===== src/hw/rtl/i2cee_pkg.sv =====
// Package for the I2C EEPROM random read master.
// Holds register defaults, register indexes and status codes; no dependencies.
package i2cee_pkg;

  localparam int unsigned MAX_LENGTH_DEF = 16;
  localparam int unsigned CFG_DATA_W     = 16;
  localparam int unsigned CFG_INDEX_W    = 2;

  localparam logic [CFG_INDEX_W-1:0] REG_ADDRESS_MODE = 2'd0;
  localparam logic [CFG_INDEX_W-1:0] REG_DEVICE_CODE  = 2'd1;
  localparam logic [CFG_INDEX_W-1:0] REG_MAX_ADDRESS  = 2'd2;
  localparam logic [CFG_INDEX_W-1:0] REG_RETRY_LIMIT  = 2'd3;

  localparam logic        ADDRESS_MODE_RST = 1'b0;
  localparam logic [7:0]  DEVICE_CODE_RST  = 8'hA0;
  localparam logic [15:0] MAX_ADDRESS_RST  = 16'hFFFF;
  localparam logic [2:0]  RETRY_LIMIT_RST  = 3'd3;

  localparam logic [1:0] STATUS_OK           = 2'd0;
  localparam logic [1:0] STATUS_REJECTED     = 2'd1;
  localparam logic [1:0] STATUS_NO_ACK_WRITE = 2'd2;
  localparam logic [1:0] STATUS_NO_ACK_READ  = 2'd3;

endpackage


===== src/hw/rtl/i2c_eeprom_random_read_master.sv =====
// Result registered the next cycle; one word per cycle unless a result stalls.
// Each input word is one bus timing slot, handled by a single pass of next-state
// logic between the stored sequencer state and the result register.
// A waiting result does not block intake while out_ready is high in the same cycle.
// Reset (rst, synchronous) returns the sequencer to idle, pins to scl 0, sda 1,
// output enable 1, write enable 0, and registers to their default values.
// Depends on i2cee_pkg.
module i2c_eeprom_random_read_master #(
  parameter int unsigned MAX_LENGTH = i2cee_pkg::MAX_LENGTH_DEF
) (
  input  logic                               clk,
  input  logic                               rst,
  input  logic                               cfg_we,
  input  logic [i2cee_pkg::CFG_INDEX_W-1:0]  cfg_index,
  input  logic [i2cee_pkg::CFG_DATA_W-1:0]   cfg_data,
  input  logic                               in_valid,
  output logic                               in_ready,
  input  logic                               func,
  input  logic [15:0]                        read_address,
  input  logic [7:0]                         read_length,
  input  logic                               sda_in,
  output logic                               out_valid,
  input  logic                               out_ready,
  output logic                               scl_level,
  output logic                               sda_level,
  output logic                               sda_output_enable,
  output logic                               write_enable,
  output logic                               byte_valid,
  output logic [7:0]                         read_byte,
  output logic                               last_byte,
  output logic                               busy_res,
  output logic                               done_res,
  output logic [1:0]                         status
);

  typedef enum logic [4:0] {
    P_IDLE, P_WE, P_W_START, P_W_DEV, P_W_ACK, P_ADDR_HI, P_ADDR_HI_ACK,
    P_ADDR_LO, P_ADDR_LO_ACK, P_R_START, P_R_DEV, P_R_ACK, P_READ,
    P_SEND_ACK, P_NOACK, P_STOP, P_FAIL_STOP
  } phase_t;

  typedef enum logic [2:0] {
    K_WE, K_START, K_STOP, K_WRITE, K_ACKCHK, K_READ, K_SENDACK, K_NOACK
  } kind_t;

  // Configuration registers.
  logic        address_mode;
  logic [7:0]  device_code;
  logic [15:0] max_address;
  logic [2:0]  retry_limit;

  // Sequencer state; slot is the position within the current operation.
  phase_t      phase, phase_next;
  logic [4:0]  slot, slot_next;
  logic [7:0]  shift_register, shift_register_next;
  logic [4:0]  byte_count, byte_count_next;
  logic [2:0]  retry_count, retry_count_next;
  logic        ack_missing, ack_missing_next;
  logic [15:0] held_address, held_address_next;
  logic [4:0]  held_length, held_length_next;
  logic        pin_scl, pin_scl_next;
  logic        pin_sda, pin_sda_next;
  logic        pin_oe, pin_oe_next;
  logic        pin_we, pin_we_next;

  logic        valid_next, last_next, done_next;
  logic [7:0]  rbyte_next;
  logic [1:0]  status_next;

  kind_t       kind;
  logic [4:0]  kind_len;
  logic        accept;
  logic [2:0]  retry_inc;
  logic [2:0]  eff_limit;
  logic [7:0]  dev_byte;

  assign in_ready = !out_valid || out_ready;
  assign accept   = in_valid && in_ready;

  always_comb begin
    case (phase)
      P_WE:                                   kind = K_WE;
      P_W_START, P_R_START:                   kind = K_START;
      P_STOP, P_FAIL_STOP:                    kind = K_STOP;
      P_W_DEV, P_ADDR_HI, P_ADDR_LO, P_R_DEV: kind = K_WRITE;
      P_READ:                                 kind = K_READ;
      P_SEND_ACK:                             kind = K_SENDACK;
      P_NOACK:                                kind = K_NOACK;
      default:                                kind = K_ACKCHK;
    endcase
    case (kind)
      K_WE:    kind_len = 5'd1;
      K_WRITE: kind_len = 5'd17;
      K_READ:  kind_len = 5'd20;
      K_NOACK: kind_len = 5'd6;
      default: kind_len = 5'd8;
    endcase
  end

  assign retry_inc = (retry_count < 3'd7) ? retry_count + 3'd1 : retry_count;
  assign eff_limit = (retry_limit == 3'd0) ? 3'd1 : retry_limit;
  // In single-byte mode address bits 10..8 ride in device byte bits 3..1.
  assign dev_byte  = address_mode ? (device_code | {4'd0, held_address[10:8], 1'b0})
                                  : device_code;

  always_comb begin
    phase_next          = phase;
    slot_next           = slot;
    shift_register_next = shift_register;
    byte_count_next     = byte_count;
    retry_count_next    = retry_count;
    ack_missing_next    = ack_missing;
    held_address_next   = held_address;
    held_length_next    = held_length;
    pin_scl_next        = pin_scl;
    pin_sda_next        = pin_sda;
    pin_oe_next         = pin_oe;
    pin_we_next         = pin_we;
    valid_next          = 1'b0;
    rbyte_next          = 8'd0;
    last_next           = 1'b0;
    done_next           = 1'b0;
    status_next         = i2cee_pkg::STATUS_OK;

    if (func) begin
      if (phase == P_IDLE) begin
        if (read_address > max_address || read_length > 8'(MAX_LENGTH)) begin
          done_next   = 1'b1;
          status_next = i2cee_pkg::STATUS_REJECTED;
        end else begin
          held_address_next   = read_address;
          held_length_next    = read_length[4:0];
          ack_missing_next    = 1'b1;
          retry_count_next    = 3'd0;
          byte_count_next     = 5'd0;
          phase_next          = P_WE;
          slot_next           = 5'd0;
          shift_register_next = 8'd0;
        end
      end
    end else if (phase != P_IDLE) begin
      case (kind)
        K_WE: pin_we_next = 1'b1;
        K_START: begin
          case (slot)
            5'd0:    pin_sda_next = 1'b1;
            5'd2:    pin_scl_next = 1'b1;
            5'd4:    pin_sda_next = 1'b0;
            5'd6:    pin_scl_next = 1'b0;
            default: ;
          endcase
        end
        K_STOP: begin
          case (slot)
            5'd0:    pin_sda_next = 1'b0;
            5'd2:    pin_scl_next = 1'b1;
            5'd4:    pin_sda_next = 1'b1;
            5'd6:    pin_scl_next = 1'b0;
            default: ;
          endcase
        end
        K_WRITE: begin
          if (!slot[0]) begin
            pin_scl_next = 1'b0;
            if (slot < 5'd16) begin
              pin_sda_next        = shift_register[7];
              shift_register_next = {shift_register[6:0], 1'b0};
            end
          end else begin
            pin_scl_next = 1'b1;
          end
        end
        K_ACKCHK: begin
          case (slot)
            5'd0: pin_sda_next = 1'b1;
            5'd2: begin
              pin_oe_next  = 1'b0;
              pin_scl_next = 1'b1;
            end
            5'd3:    ack_missing_next = sda_in;
            5'd4:    pin_scl_next = 1'b0;
            5'd6:    pin_oe_next = 1'b1;
            default: ;
          endcase
        end
        K_READ: begin
          if (slot == 5'd0) begin
            pin_oe_next = 1'b0;
          end else if (slot >= 5'd2 && slot < 5'd18) begin
            if (!slot[0]) begin
              pin_scl_next        = 1'b1;
              shift_register_next = {shift_register[6:0], sda_in};
            end else begin
              pin_scl_next = 1'b0;
            end
          end else if (slot == 5'd18) begin
            pin_oe_next = 1'b1;
          end
        end
        K_SENDACK: begin
          case (slot)
            5'd0:    pin_sda_next = 1'b0;
            5'd2:    pin_scl_next = 1'b1;
            5'd4:    pin_scl_next = 1'b0;
            5'd6:    pin_sda_next = 1'b1;
            default: ;
          endcase
        end
        default: begin
          case (slot)
            5'd0:    pin_sda_next = 1'b1;
            5'd2:    pin_scl_next = 1'b1;
            5'd4:    pin_scl_next = 1'b0;
            default: ;
          endcase
        end
      endcase

      if (slot + 5'd1 < kind_len) begin
        slot_next = slot + 5'd1;
      end else begin
        // Every transition restarts the slot count and reloads the shifter.
        slot_next           = 5'd0;
        shift_register_next = 8'd0;
        case (phase)
          P_WE: begin
            retry_count_next = 3'd0;
            phase_next       = P_W_START;
          end
          P_W_START: begin
            phase_next          = P_W_DEV;
            shift_register_next = {dev_byte[7:1], 1'b0};
          end
          P_W_DEV: phase_next = P_W_ACK;
          P_W_ACK: begin
            retry_count_next = retry_inc;
            if (!ack_missing) begin
              if (address_mode) begin
                phase_next          = P_ADDR_LO;
                shift_register_next = held_address[7:0];
              end else begin
                phase_next          = P_ADDR_HI;
                shift_register_next = held_address[15:8];
              end
            end else if (retry_inc < eff_limit) begin
              phase_next = P_W_START;
            end else begin
              phase_next = P_FAIL_STOP;
            end
          end
          P_ADDR_HI: phase_next = P_ADDR_HI_ACK;
          P_ADDR_HI_ACK: begin
            phase_next          = P_ADDR_LO;
            shift_register_next = held_address[7:0];
          end
          P_ADDR_LO: phase_next = P_ADDR_LO_ACK;
          P_ADDR_LO_ACK: begin
            ack_missing_next = 1'b1;
            retry_count_next = 3'd0;
            phase_next       = P_R_START;
          end
          P_R_START: begin
            phase_next          = P_R_DEV;
            shift_register_next = {dev_byte[7:1], 1'b1};
          end
          P_R_DEV: phase_next = P_R_ACK;
          P_R_ACK: begin
            retry_count_next = retry_inc;
            if (!ack_missing) begin
              byte_count_next = 5'd0;
              phase_next      = (held_length != 5'd0) ? P_READ : P_NOACK;
            end else if (retry_inc < eff_limit) begin
              phase_next = P_R_START;
            end else begin
              phase_next = P_NOACK;
            end
          end
          P_READ: begin
            valid_next      = 1'b1;
            rbyte_next      = shift_register;
            byte_count_next = byte_count + 5'd1;
            if (byte_count + 5'd1 < held_length) begin
              phase_next = P_SEND_ACK;
            end else begin
              last_next  = 1'b1;
              phase_next = P_NOACK;
            end
          end
          P_SEND_ACK: phase_next = P_READ;
          P_NOACK:    phase_next = P_STOP;
          P_STOP: begin
            pin_we_next = 1'b0;
            done_next   = 1'b1;
            status_next = ack_missing ? i2cee_pkg::STATUS_NO_ACK_READ
                                      : i2cee_pkg::STATUS_OK;
            phase_next  = P_IDLE;
          end
          default: begin
            pin_we_next = 1'b0;
            done_next   = 1'b1;
            status_next = i2cee_pkg::STATUS_NO_ACK_WRITE;
            phase_next  = P_IDLE;
          end
        endcase
      end
    end
  end

  always_ff @(posedge clk) begin
    if (rst) begin
      address_mode   <= i2cee_pkg::ADDRESS_MODE_RST;
      device_code    <= i2cee_pkg::DEVICE_CODE_RST;
      max_address    <= i2cee_pkg::MAX_ADDRESS_RST;
      retry_limit    <= i2cee_pkg::RETRY_LIMIT_RST;
      phase          <= P_IDLE;
      slot           <= 5'd0;
      shift_register <= 8'd0;
      byte_count     <= 5'd0;
      retry_count    <= 3'd0;
      ack_missing    <= 1'b1;
      held_address   <= 16'd0;
      held_length    <= 5'd0;
      pin_scl        <= 1'b0;
      pin_sda        <= 1'b1;
      pin_oe         <= 1'b1;
      pin_we         <= 1'b0;
      out_valid      <= 1'b0;
    end else begin
      if (cfg_we) begin
        case (cfg_index)
          i2cee_pkg::REG_ADDRESS_MODE: address_mode <= cfg_data[0];
          i2cee_pkg::REG_DEVICE_CODE:  device_code  <= cfg_data[7:0];
          i2cee_pkg::REG_MAX_ADDRESS:  max_address  <= cfg_data[15:0];
          i2cee_pkg::REG_RETRY_LIMIT:  retry_limit  <= cfg_data[2:0];
          default: ;
        endcase
      end
      if (accept) begin
        phase          <= phase_next;
        slot           <= slot_next;
        shift_register <= shift_register_next;
        byte_count     <= byte_count_next;
        retry_count    <= retry_count_next;
        ack_missing    <= ack_missing_next;
        held_address   <= held_address_next;
        held_length    <= held_length_next;
        pin_scl        <= pin_scl_next;
        pin_sda        <= pin_sda_next;
        pin_oe         <= pin_oe_next;
        pin_we         <= pin_we_next;
        out_valid      <= 1'b1;
      end else if (out_ready) begin
        out_valid <= 1'b0;
      end
    end
  end

  // Result word register; it loads only when a new word is accepted.
  always_ff @(posedge clk) begin
    if (accept) begin
      scl_level         <= pin_scl_next;
      sda_level         <= pin_sda_next;
      sda_output_enable <= pin_oe_next;
      write_enable      <= pin_we_next;
      byte_valid        <= valid_next;
      read_byte         <= rbyte_next;
      last_byte         <= last_next;
      busy_res          <= (phase_next != P_IDLE);
      done_res          <= done_next;
      status            <= status_next;
    end
  end

endmodule


===== config.mk =====
export PLATFORM = sky130hd
export DESIGN_NAME = i2c_eeprom_random_read_master
export DESIGN_NICKNAME = d
export VERILOG_FILES = /design/src/hw/rtl/i2cee_pkg.sv /design/src/hw/rtl/i2c_eeprom_random_read_master.sv
export SDC_FILE = /design/constraint.sdc
export NUM_CORES = 1
export LEC_CHECK = 0
export BUFFER_PORTS_ARGS = -buffer_cell sky130_fd_sc_hd__buf_2
export CORE_ASPECT_RATIO = 0.9
export CORE_MARGIN = 2
export CORE_UTILIZATION = 40
export DETAILED_ROUTE_END_ITERATION = 8
export PLACE_DENSITY = 0.65
export SLEW_MARGIN = 20
export SYNTH_ARGS = -nofsm -noshare
export SYNTH_HDL_FRONTEND = slang
export SYNTH_SLANG_ARGS = --single-unit

===== constraint.sdc =====
create_clock -name clk -period 3.8 [get_ports clk]
set_input_delay 0.76 -clock clk [delete_from_list [all_inputs] [get_ports clk]]
set_output_delay 0.76 -clock clk [all_outputs]
set_load 0.005 [all_outputs]

# Word level (Yosys, flattened, before mapping)

Memories as Yosys holds them, arrays and structs flattened. A register that Yosys moved wholly into a read port is not among the register bits.
Cells that the tools add are included.

Muxes and demuxes: 104
Shifts and indexed selects: 0
Multipliers: 0
Order comparisons: 9
Bitwise logic cells: 4
Reductions and logical operators: 33
Equal/unequal tests: 40
Divide/modulo/power cells: 0
$add $sub $neg: 3

Operators with widths:

| cell                | number |
|---|---|
| $mux 8              | 13 |
| $mux 5              | 18 |
| $pmux 5 s14         | 1 |
| $mux 1              | 41 |
| $eq 5x4->1 const B  | 8 |
| $pmux 8 s4          | 1 |
| $eq 5x3->1 const B  | 6 |
| $mux 3              | 9 |
| $eq 5x2->1 const B  | 4 |
| $ne 4x4->1 const B  | 5 |
| $pmux 5 s4          | 1 |
| $gt 16x16->1        | 1 |
| $pmux 8 s2          | 1 |
| $reduce_bool 5->1   | 3 |
| $mux 2              | 7 |
| $pmux 1 s2          | 7 |
| $reduce_or 14->1    | 1 |
| $eq 3x3->1 const B  | 4 |
| $add 5x1->5 const B | 2 |
| $logic_not 5->1     | 2 |
| $lt 5x5->1          | 2 |
| $lt 5x5->1 const B  | 2 |
| $pmux 5 s2          | 1 |
| $reduce_and 10->1   | 1 |
| 35 further kinds    | 52 |

Word-level logic and storage cells: 221
Register bits after elaboration: 99
Input port bits: 49
Bits in latches: 0
RAM bits: 0
Memories kept: 1
Output and inout port bits: 20
ROM bits: 96

Memory list:

| memory           | words | width | rd ports | clocked after memory_dff | wr ports | RTL line                            | source |
|---|---|---|---|---|---|---|---|
| (name not given) | 32    | 3     | 1        | 1                        | 0        | i2c_eeprom_random_read_master.sv:81 | `case (phase)` |

# Depth between registers and ports, before layout

Gate-level depths: netlist of run 1.

Depth after elaboration: 11
Gate-level depth with buffers: 16
Depth with buffers taken out: 15

# Worst setup path after synthesis of run 1

No wires, ideal clock.

Kind: register to register
Start point: reg, netlist name kind[0]
End point: reg, netlist name kind[2]
Clock period less this slack: 3.683 ns
Arrival: 3.566 ns
Setup slack: 0.117 ns
Cell stages (with the launch flop): 15
Required time: 3.684 ns
Setup time: 0.116 ns
Buffers on the path: 2
Cells stage by stage: dfxtp_1 clkbuf_1 clkbuf_1 nand2_1 ha_1 or4b_4 o221ai_1 a211o_1 a2111oi_1 nor3_1 inv_1 ha_1 a211oi_1 o31a_1 o211a_1

Word-level cells in the longest chain between the ends: 8
Elaborated cells between the ends (all ways): 11
Those cells by class: 1 x order compare; 3 x eq/ne; 6 x mux; 1 x reduce/logical

RTL lines:

| what                                     | RTL line                             | source |
|---|---|---|
| $eq 3x3->1, or another cell as far along | i2c_eeprom_random_read_master.sv:91  | `case (kind)` |
| $pmux 5 s4 *                             | i2c_eeprom_random_read_master.sv:91  |  |
| $lt 5x5->1 *                             | i2c_eeprom_random_read_master.sv:219 | `if (slot + 5'd1 < kind_len) begin` |
| $mux 5 *                                 | i2c_eeprom_random_read_master.sv:219 |  |
| $mux 5 *                                 | i2c_eeprom_random_read_master.sv:141 | `end else if (phase != P_IDLE) begin` |
| $mux 5 *                                 | i2c_eeprom_random_read_master.sv:125 | `if (func) begin` |
| $mux 5 (no source line) * (2 in a row)   | --                                   |  |

Every way passes the cells marked *; elsewhere a longest branch is shown, timed or not.
A chain may end at the register's enable or synchronous reset.

# Worst setup path after layout of run 1

Start point: reg byte_count[0]
End point: reg, netlist name kind[2]

Word-level cells in the longest chain between the ends: 9

RTL lines:

| what                                 | RTL line                             | source |
|---|---|---|
| start, declared                      | i2c_eeprom_random_read_master.sv:56  | `logic [4:0] byte_count, byte_count_next;` |
| start signal, assigned               | i2c_eeprom_random_read_master.sv:342 | `byte_count <= byte_count_next;` |
| $add 5x1->5                          | i2c_eeprom_random_read_master.sv:282 | `if (byte_count + 5'd1 < held_length) begin` |
| $lt 5x5->1                           | i2c_eeprom_random_read_master.sv:282 |  |
| $mux 2                               | i2c_eeprom_random_read_master.sv:282 |  |
| $pmux 5 s14                          | i2c_eeprom_random_read_master.sv:225 | `case (phase)` |
| $mux 5                               | i2c_eeprom_random_read_master.sv:219 |  |
| $mux 5                               | i2c_eeprom_random_read_master.sv:141 |  |
| $mux 5                               | i2c_eeprom_random_read_master.sv:125 |  |
| $mux 5 (no source line) (2 in a row) | --                                   |  |

No other way between the ends.

==> results.txt, run 1 <==
----------------------------------------------------
[STA]
  Clock tree skew after final layout ... 9.01 ps
  Min cycle time layout ... 3610 ps
  RSZ-0062 raised after global routing ... false
  Slew at the pin closest to its max-slew limit ... 812 ps
  Final count of pins violating max slew ... 0
  Count of final hold-check violations ... 0
  Crit share post-route ... 95.1%
  Worst max-slew margin expressed relative to the limit ... 45.3%
  Achievable frequency ... 0.277 GHz
  Final setup TNS ... 0 ps
  Final setup violation count ... 0
  Hold Worst Slack ... 452 ps

[Clocking]
  Maximum clock insertion buffer count ... 2
  CTS buffer count ... 9
  CTS tree ... built
  Post-CTS sizing ... 0
  H-tree depth ... 3
  Hold bufs inserted after CTS ... 0
  Clock root buffer master ... sky130_fd_sc_hd__clkbuf_16
  Insertion delay of the later-clocked pin in the worst-skew pair ... 360 ps
  Clk pin slew, worst setup/hold paths ... 70 ps
  CTS Sinks ... 101
  Number of buffers added for setup after CTS ... 0

[Hold path]
  Hold crit path type ... register to register
  Hold path start ... held_address[3]
  Count of cells along the worst hold path ... 2
  Capture endpoint of the worst hold path ... held_address[3]

[Pwr]
  Maximum vdd ir drop ... 338 uV
  Switching share of power ... 25.3%
  Net Sw Power ... 566 uW
  Internal ... 1.68 mW
  Logic gate share of total power ... 10.3%
  Final Power ... 2.24 mW
  Sequential share of power ... 50.4%
  Clock power share ... 39.3%
  PD cells ... 315 nW/um^2
  Cell leakage power ... 2.95 nW

[Global routing]
  Initial antenna violation count ... 0
  Most congested layer reported by global routing ... met2
  Global routing met2 resource utilization ... 28.2%
  GR Util met3 ... 3.83%
  Vias in the first global route ... 4887
  Remaining Overflow, GRT ... 0
  Global routing usage summed across all routing layers ... 19.1%
  Largest net degree at the start of global routing ... 33
  Wire length of the first global-routing pass ... 25000 um
  Met1 Usage GRT ... 28.0%

[Floorplanning]
  Starting density of the core ... 40.5%
  Top-level I/O count ... 69
  Site Rows ... 43
  Area of the die ... 16400 sq um
  Die height ... 122 um
  Core Box Area ... 15200 sq um
  Die width ... 135 um

[Finish]
  Ant. Diodes ... 0
  Sequential cell area in the final layout ... 2200 sq um
  Multi-input combinational cell area ... 3660 sq um
  Layout net count ... 887
  Layout fillers ... 1470
  Ratio of cells with drive above 1 in the final layout ... 19.0%
  Layout Area Growth over Synthesis ... 15.3%

[Route]
  Total number of vias ... 5499
  Detailed-route DRC error count ... 0
  Length of the first detailed-routing pass in iterations ... 5
  Routed length per instance ... 15.4 um
  Routed wire length ... 15400 um
  Number of nets still failing antenna checks after routing ... 0
  Vias/cell ... 5.47
  First-iteration detailed-routing DRC count ... 309

[Synthesis]
  #FFs+latches synth ... 101
  Synth area leader ... sky130_fd_sc_hd__dfxtp_1
  Synth Net Count ... 820
  Cell with the most instances after synthesis ... sky130_fd_sc_hd__nand2_1
  Yosys cell types ... 85
  Ranking of synthesized cells by instance count ... sky130_fd_sc_hd__nand2_1 (104), sky130_fd_sc_hd__dfxtp_1 (83), sky130_fd_sc_hd__nor2_1 (62), sky130_fd_sc_hd__a21oi_1 (60), sky130_fd_sc_hd__inv_1 (40)
  Ys flop type ... sky130_fd_sc_hd__dfxtp_1
  Fraction of the yosys area taken by sequential cells ... 35.7%
  Share of synthesized flip-flops with an asynchronous set or reset ... 0%
  Count of warnings emitted by yosys ... 0
  Synth top area cells ... sky130_fd_sc_hd__dfxtp_1 (27%), sky130_fd_sc_hd__edfxtp_1 (8.8%), sky130_fd_sc_hd__ha_1 (7.9%), sky130_fd_sc_hd__nand2_1 (6.3%), sky130_fd_sc_hd__a21oi_1 (4.9%)
  Area of the mapped netlist ... 6170 sq um
  Mapped Cells ... 732
  Area share of the largest cell type after synthesis ... 26.9%
  Synthesized area per cell ... 8.43 sq um
  Number of synthesized flops with an enable pin ... 18

[Placed design]
  Estimated wirelength of the detail-placed design ... 11600 um
  Number of input and output port buffers inserted ... 68
  Gpl congestion ... 0.922

[Critical path]
  Worst-path maximum fanout ... 5
  Category of the worst setup path capture point ... register
  Startpoint class of the critical path ... register
  Register-to-register path setup slack ... 190 ps
  Number of cells on the worst reg-to-reg path ... 14
  Reg2Reg Capture Point ... kind[2]
  CP Data Required Time ... 4040 ps
  Critical path arrival ... 3860 ps
  Start-to-end type of the worst setup path ... register to register
  Beginning of the worst register-to-register path ... byte_count[0]

[Job]
  Count of maximum capacitance violations ... 0

[Status]
  Outcome ... finished clean

----------------------------------------------------
## worst max-delay path by stage
stage / to / startpoint / depth (start not counted) / slack, ps
after floorplan: kind[2] / kind[0] / 14 / 120
after global placement: kind[2] / read_address[15] / 13 / 210
after detailed placement: kind[2] / read_address[15] / 13 / 150
after CTS: kind[2] / slot[0] / 13 / 170
after global routing: kind[2] / slot[1] / 14 / 50
final: kind[2] / byte_count[0] / 14 / 190
## power groups by stage
stage	logic (mW)	registers, mW	clock network (mW)
floorplan	0.141	1.15	0
global placement	0.228	1.15	0
detailed placement	0.229	1.15	0
CTS	0.230	1.13	0.898
global route	0.257	1.13	0.938
finish	0.231	1.13	0.881
## worst max-delay path, cell delays in order (launching register included)
cell and delay [ps]:
sky130_fd_sc_hd__dfxtp_1 420, sky130_fd_sc_hd__ha_1 250, sky130_fd_sc_hd__nand3_1 110, sky130_fd_sc_hd__xnor2_1 230
sky130_fd_sc_hd__ha_1 290, sky130_fd_sc_hd__a21oi_1 140, sky130_fd_sc_hd__o21ai_0 310, sky130_fd_sc_hd__o221a_2 410
sky130_fd_sc_hd__o21ai_0 250, sky130_fd_sc_hd__and2_1 190, sky130_fd_sc_hd__inv_1 70, sky130_fd_sc_hd__ha_1 320
sky130_fd_sc_hd__a211oi_1 60, sky130_fd_sc_hd__o31a_1 250, sky130_fd_sc_hd__o211a_1 210
## placed cells by master (no fill, tap or decap), drive strengths merged, types with 7 or more instances in the layout
master,n
nor2,64
nor4,9
mux2i,28
nand3,16
a22oi,8
o211ai,21
nor3,10
ha,39
and3,12
inv,41
dfxtp,83
nand2,104
clkbuf,11
o21ai,23
a31oi,8
a21oi,63
a21o,7
edfxtp,18
nand2b,12
buf,98
a211oi,13
nor2b,10
## kinds of logic (layout without fill, tap and decap cells)
family	count (synthesis)	in the layout	share of synthesized area, %
compound gates	196	196	22.7
simple gates	274	274	22.2
xor+xnor	9	9	1.28
mux	30	30	4.97
buf+inv	83	155	5.29
fa+ha+maj	39	39	7.91
flops	101	101	35.7
## final cells by class
class	instances	area share (%)
Clock buffer	11	3.43
Clock inverter	5	0.492
Timing Repair Buffer	98	7.95
Multi-Input combinational cell	548	51.4
Inverter	41	2.16
Tap cell	202	3.55
Sequential cell	101	31.0
## metrics by stage
step / utilization, % / worst slack, ps / cell area, sq um / instances
6_report: 46.7 / 186 / 7110 / 1006
4_1_cts: 46.7 / 166 / 7100 / 1006
3_3_place_gp: 44.8 / 215 / 6820 / 990
3_5_place_dp: 44.8 / 151 / 6820 / 990
5_1_grt: 46.7 / 50.9 / 7110 / 1006
2_1_floorplan: - / 117 / 6170 / 732
## state kept, by name, summed over array words and instances, names as in the netlist, 2 cells and up
| register | flops |
|---|---|
| slot | 5 |
| shift_register | 8 |
| read_byte | 8 |
| device_code | 7 |
| held_length | 5 |
| kind | 3 |
| phase | 5 |
| retry_limit | 3 |
| byte_count | 5 |
| max_address | 16 |
| held_address | 16 |
| status | 2 |
| retry_count | 3 |
## per-layer routing
metal	vias up	routed length, um
met4	0	263
met5	-	0
met2	174	6500
met1	2531	7780
li1	2772	-
met3	22	902
Note: power is estimated with default switching activity, not from simulation.
==> run 2, diff against run 1 <==
Settings changed: CORE_UTILIZATION 40 to 54, PLACE_DENSITY 0.65 to 0.82.
==> run 2 against run 1 <==
Effect of this change: register-to-register slack improved by 90 ps; first-iteration DRC count increased by 73%; non-clock buffer count decreased by 6; critical path depth decreased by 1; sequential power about the same; fmax increased by 2.5%; critical path type is now input pin to register; critical endpoint is now kind[0].
==> results.txt, run 2 (same netlist as run 1, synthesis figures left out) <==
----------------------------------------------------
[Status]
  Outcome ... finished clean

[Placed design]
  Estimated wirelength of the detail-placed design ... 11800 um
  Placed Cells incl. Taps ... 938
  Number of input and output port buffers inserted ... 68
  Gpl congestion ... 0.943

[Critical path]
  Worst path bufs/invs ... 2
  Category of the worst setup path capture point ... register
  CP most frequent cell ... sky130_fd_sc_hd__ha_1
  Critical path, cell by cell ... buf_2 -> ha_1 -> nand4_2 -> or3_4 -> nor4_4 -> a31oi_2 -> o41ai_2 -> and2_1 -> inv_1 -> ha_1 -> or2_2 -> mux2i_1 -> a221oi_2
  Slowest cell delay on critical path ... 440 ps
  Cell with the largest stage delay on the worst path ... sky130_fd_sc_hd__or3_4
  Register-to-register path setup slack ... 280 ps
  CP Data Required Time ... 4020 ps
  Largest delay contributor family on the critical path ... simple AND/OR/NAND/NOR gates
  Startpoint class of the critical path ... input pin
  Worst-path maximum fanout ... 5
  Critical path arrival ... 3750 ps
  Start-to-end type of the worst setup path ... input pin to register

[Route]
  Vias/cell ... 5.96
  Routed length per instance ... 16.5 um
  Length of the first detailed-routing pass in iterations ... 5
  First-iteration detailed-routing DRC count ... 535
  Detailed-route DRC error count ... 0
  Total number of vias ... 5685
  Number of nets still failing antenna checks after routing ... 0
  Routed wire length ... 15800 um

[Finish]
  Ant. Diodes ... 0
  Layout net count ... 881
  Layout Area Growth over Synthesis ... 13.8%
  Ratio of cells with drive above 1 in the final layout ... 18.7%
  Commonest non-fill, non-tap cells in the layout ... sky130_fd_sc_hd__nand2_1 (104), sky130_fd_sc_hd__dfxtp_1 (81), sky130_fd_sc_hd__buf_2 (68)
  Number of standard cells in the layout, taps in and fillers out ... 954
  Most common cell after layout, fill and taps aside ... sky130_fd_sc_hd__nand2_1
  Leading registers by flop count ... held_address: 16 flops, max_address: 16 flops

[STA]
  Achievable frequency ... 0.284 GHz
  Crit share post-route ... 92.8%
  Min cycle time layout ... 3530 ps
  Slew at the pin closest to its max-slew limit ... 858 ps
  RSZ-0062 raised after global routing ... false
  Worst max-slew margin expressed relative to the limit ... 42.3%
  Clock tree skew after final layout ... 7.23 ps
  Final setup violation count ... 0
  Final count of pins violating max slew ... 0
  Final setup TNS ... 0 ps
  Hold Worst Slack ... 457 ps
  Count of final hold-check violations ... 0

[Clocking]
  H-tree depth ... 3
  Clock root buffer master ... sky130_fd_sc_hd__clkbuf_16
  Maximum clock insertion buffer count ... 2
  Insertion delay of the later-clocked pin in the worst-skew pair ... 350 ps
  CTS tree ... built
  Hold bufs inserted after CTS ... 0
  Number of buffers added for setup after CTS ... 0
  CTS buffer count ... 9
  Clk pin slew, worst setup/hold paths ... 70 ps
  CTS Sinks ... 101

[Pwr]
  Sequential share of power ... 50.2%
  Cell leakage power ... 2.92 nW
  Net Sw Power ... 588 uW
  Maximum vdd ir drop ... 206 uV
  Internal ... 1.66 mW
  Clock power share ... 39.4%
  Logic gate share of total power ... 10.4%
  Switching share of power ... 26.1%
  PD cells ... 320 nW/um^2

[Floorplanning]
  Die height ... 105 um
  Site Rows ... 37
  Top-level I/O count ... 69
  Starting density of the core ... 54.6%
  Area of the die ... 12300 sq um
  Die width ... 117 um
  Core Box Area ... 11300 sq um

[Hold path]
  Hold crit path type ... register to register

[Global routing]
  Largest net degree at the start of global routing ... 36
  Remaining Overflow, GRT ... 0
  Vias in the first global route ... 5455
  Initial antenna violation count ... 0
  Wire length of the first global-routing pass ... 26100 um
  Global routing usage summed across all routing layers ... 26.3%

[Job]
  Count of maximum capacitance violations ... 0

----------------------------------------------------
run 2: worst paths after layout:
| kind | depth (start not counted) | start | endpoint |
|---|---|---|---|
| setup / recovery | 13 | read_address[15] | kind[0] |
| hold / removal | 2 | held_address[2] | held_address[2] |
| setup reg to reg | 14 | slot[1] | kind[1] |
| hold reg to reg | 2 | held_address[2] | held_address[2] |
run 2: layout make-up:
| class | instances | area (sq um) |
|---|---|---|
| multi-input cells | 548 | 3670 |
| well taps | 156 | 195 |
| inverters | 41 | 154 |
| flip-flops and latches | 101 | 2200 |
| clock buffers | 9 | 225 |
| fillers | 974 | 4270 |
| clock inverters | 7 | 56.3 |
| repair buffers | 92 | 520 |
run 2: routing by layer:
layer	routed length, um	GRT usage, %	share of wire (%)
met1	7080	35.4	45
met2	7490	42.2	47
met3	917	5.52	5.8
met4	293	7.82	1.9
met5	0	0	0
run 2: tightest hold or removal path, stage by stage, from the launching register on:
cell                      delay (ps)
sky130_fd_sc_hd__dfxtp_1         310
sky130_fd_sc_hd__nand2_1          50
sky130_fd_sc_hd__a21oi_1          50
run 2: power groups by stage:
stage	registers, mW	clock network, mW	logic, mW
2_1_floorplan	1.15	0	0.141
3_3_place_gp	1.15	0	0.218
3_5_place_dp	1.15	0	0.227
4_1_cts	1.13	0.899	0.230
5_1_grt	1.13	0.940	0.256
6_report	1.13	0.886	0.235
run 2: metrics by stage:
step / instance area [sq um] / utilization [%] / worst slack, ps / power (mW)
6_report: 7020 / 62.2 / 274 / 2.25
5_1_grt: 7020 / 62.2 / 44.7 / 2.33
4_1_cts: 7000 / 62.0 / 95.3 / 2.26
3_5_place_dp: 6720 / 59.5 / 16.9 / 1.38
3_3_place_gp: 6720 / 59.5 / 164 / 1.37
2_1_floorplan: 6170 / - / 117 / 1.29
run 2: timing repair:
action | in CTS | in global routing
setup endpoints to repair | 0 | 3
gates resized for setup | 0 | 7
hold endpoints to repair | 0 | 0
==> run 3, diff against run 2 <==
Settings changed: CORE_MARGIN 2 to 3.
==> run 3 against run 2 <==
Effect of this change: utilization grew 2.2 points; register-to-register slack lost 70 ps; worst setup slack lost 68 ps; non-clock buffer count grew 7; critical path type is now register to register; critical endpoint is now kind[2]; highest routed layer unchanged.
==> results.txt, run 3 (same netlist as run 1, synthesis figures left out) <==
----------------------------------------------------
[Critical path]
  Cell with the largest stage delay on the worst path ... sky130_fd_sc_hd__or4b_4
  Critical path arrival ... 3830 ps
  Worst path bufs/invs ... 3
  Startpoint class of the critical path ... register
  Largest delay contributor family on the critical path ... compound AO/OA/AOI/OAI gates
  Slowest cell delay on critical path ... 500 ps
  CP Data Required Time ... 4040 ps
  CP most frequent cell ... sky130_fd_sc_hd__ha_1
  Worst-path maximum fanout ... 7
  Critical path, cell by cell ... inv_1 -> ha_1 -> ha_1 -> or4b_4 -> o221ai_1 -> buf_4 -> a21o_1 -> a21oi_1 -> o21ai_0 -> and2_1 -> inv_1 -> ha_1 -> a211oi_1 -> o31a_1 -> o211a_1
  Start-to-end type of the worst setup path ... register to register
  Category of the worst setup path capture point ... register

[Finish]
  Leading registers by flop count ... held_address: 16 flops, max_address: 16 flops
  Ant. Diodes ... 0
  Ratio of cells with drive above 1 in the final layout ... 18.6%
  Commonest non-fill, non-tap cells in the layout ... sky130_fd_sc_hd__nand2_1 (104), sky130_fd_sc_hd__dfxtp_1 (83), sky130_fd_sc_hd__buf_2 (68)
  Most common cell after layout, fill and taps aside ... sky130_fd_sc_hd__nand2_1
  Finished Core Util ... 64.4%
  Layout net count ... 888
  Layout Area Growth over Synthesis ... 14.6%

[STA]
  Final setup TNS ... 0 ps
  Clock tree skew after final layout ... 7.79 ps
  Final count of pins violating max slew ... 0
  Count of final hold-check violations ... 0
  Final setup violation count ... 0
  Crit share post-route ... 94.6%
  Achievable frequency ... 0.278 GHz
  RSZ-0062 raised after global routing ... false
  Slew at the pin closest to its max-slew limit ... 880 ps
  Worst max-slew margin expressed relative to the limit ... 40.8%
  Min cycle time layout ... 3590 ps

[Floorplanning]
  Site Rows ... 36
  Die height ... 107 um
  Starting density of the core ... 56.1%
  Area of the die ... 12700 sq um
  Core Box Area ... 11000 sq um
  Die width ... 119 um
  Top-level I/O count ... 69

[Clocking]
  Insertion delay of the later-clocked pin in the worst-skew pair ... 340 ps
  Clk pin slew, worst setup/hold paths ... 70 ps
  Clock root buffer master ... sky130_fd_sc_hd__clkbuf_16
  H-tree depth ... 3
  CTS buffer count ... 9
  Maximum clock insertion buffer count ... 2
  CTS tree ... built
  CTS Sinks ... 101
  Hold bufs inserted after CTS ... 0

[Route]
  Number of nets still failing antenna checks after routing ... 0
  Routed wire length ... 15500 um
  Total number of vias ... 5658
  Routed length per instance ... 16.2 um
  Length of the first detailed-routing pass in iterations ... 5
  Vias/cell ... 5.91
  First-iteration detailed-routing DRC count ... 550
  Detailed-route DRC error count ... 0

[Pwr]
  Sequential share of power ... 49.6%
  Maximum vdd ir drop ... 217 uV
  Logic gate share of total power ... 10.1%
  Net Sw Power ... 552 uW
  PD cells ... 322 nW/um^2
  Switching share of power ... 24.2%
  Cell leakage power ... 2.97 nW
  Clock power share ... 40.2%
  Internal ... 1.72 mW

[Placed design]
  Number of input and output port buffers inserted ... 68
  Estimated wirelength of the detail-placed design ... 11700 um
  Gpl congestion ... 0.973

[Global routing]
  Largest net degree at the start of global routing ... 36
  Remaining Overflow, GRT ... 0
  Vias in the first global route ... 5261
  Initial antenna violation count ... 0
  Wire length of the first global-routing pass ... 25200 um
  Global routing usage summed across all routing layers ... 24.0%

[Job]
  Count of maximum capacitance violations ... 0

[Hold path]
  Hold crit path type ... register to register

[Status]
  Outcome ... finished clean

----------------------------------------------------
-- run 3: changes by cell type in the layout (fill, tap and decap cells not counted), sizes merged --
cell	previous run	this run
bufinv	0	1
inv	44	42
clkinvlp	1	0
clkbuf	9	11
buf	92	99
-- run 3: power by group through the flow --
| stage | Clock [mW] | Combinational (mW) | Sequential, mW |
|---|---|---|---|
| 5_1_grt | 0.969 | 0.254 | 1.13 |
| 3_3_place_gp | 0 | 0.218 | 1.15 |
| 4_1_cts | 0.927 | 0.229 | 1.13 |
| 6_report | 0.916 | 0.230 | 1.13 |
| 2_1_floorplan | 0 | 0.141 | 1.15 |
| 3_5_place_dp | 0 | 0.227 | 1.15 |
-- run 3: worst register-to-register path: cells and delay by family, from the launching register on --
kind            cells  cell delay, ps
buf+inv             3             330
fa+ha+maj           3             840
simple gates        2             690
compound gates      7            1170
flops               1             440
-- run 3: per-layer routing --
metal  wire (um)  vias to the layer above  global-route usage (%)  share of wire, %
met5           0                        -                       0                 0
met4         224                        0                    6.45               1.4
met3        1060                       24                    4.73               6.8
met2        7300                      212                    40.4                47
met1        6940                     2645                    31.7                45
li1            -                     2777                       -                 -
-- run 3: cell type report --
class / count / area (sq um)
sequential: 101 / 2200
fill: 942 / 3920
multi-input combinational: 548 / 3660
timing repair buffer: 99 / 573
clock inverter: 5 / 61.3
tap: 152 / 190
clock buffer: 11 / 233
inverter: 41 / 154
-- run 3: worst paths after layout --
path | from | end | slack (ps) | depth (start not counted)
setup reg to reg | slot[1] | kind[2] | 210 | 15
hold reg to reg | held_address[2] | held_address[2] | 460 | 2
setup / recovery | slot[1] | kind[2] | 210 | 15
hold / removal | held_address[2] | held_address[2] | 460 | 2
-- run 3: through the flow --
| stage | total power [mW] | hold WS [ps] | worst slack (ps) | cell area, sq um | std cells |
|---|---|---|---|---|---|
| finish | 2.28 | 455 | 206 | 7070 | 957 |
| global route | 2.36 | 478 | 48.4 | 7070 | 957 |
| CTS | 2.29 | 454 | 127 | 7060 | 957 |
| detailed placement | 1.38 | 446 | 32.6 | 6770 | 941 |
| global placement | 1.37 | 439 | 156 | 6770 | 941 |
| floorplan | 1.29 | 431 | 117 | 6170 | 732 |
-- run 3: what timing repair did --
action / in CTS / in global routing
resized for setup: 0 / 1
setup endpoints to repair: 0 / 2
setup buffers: 0 / 0
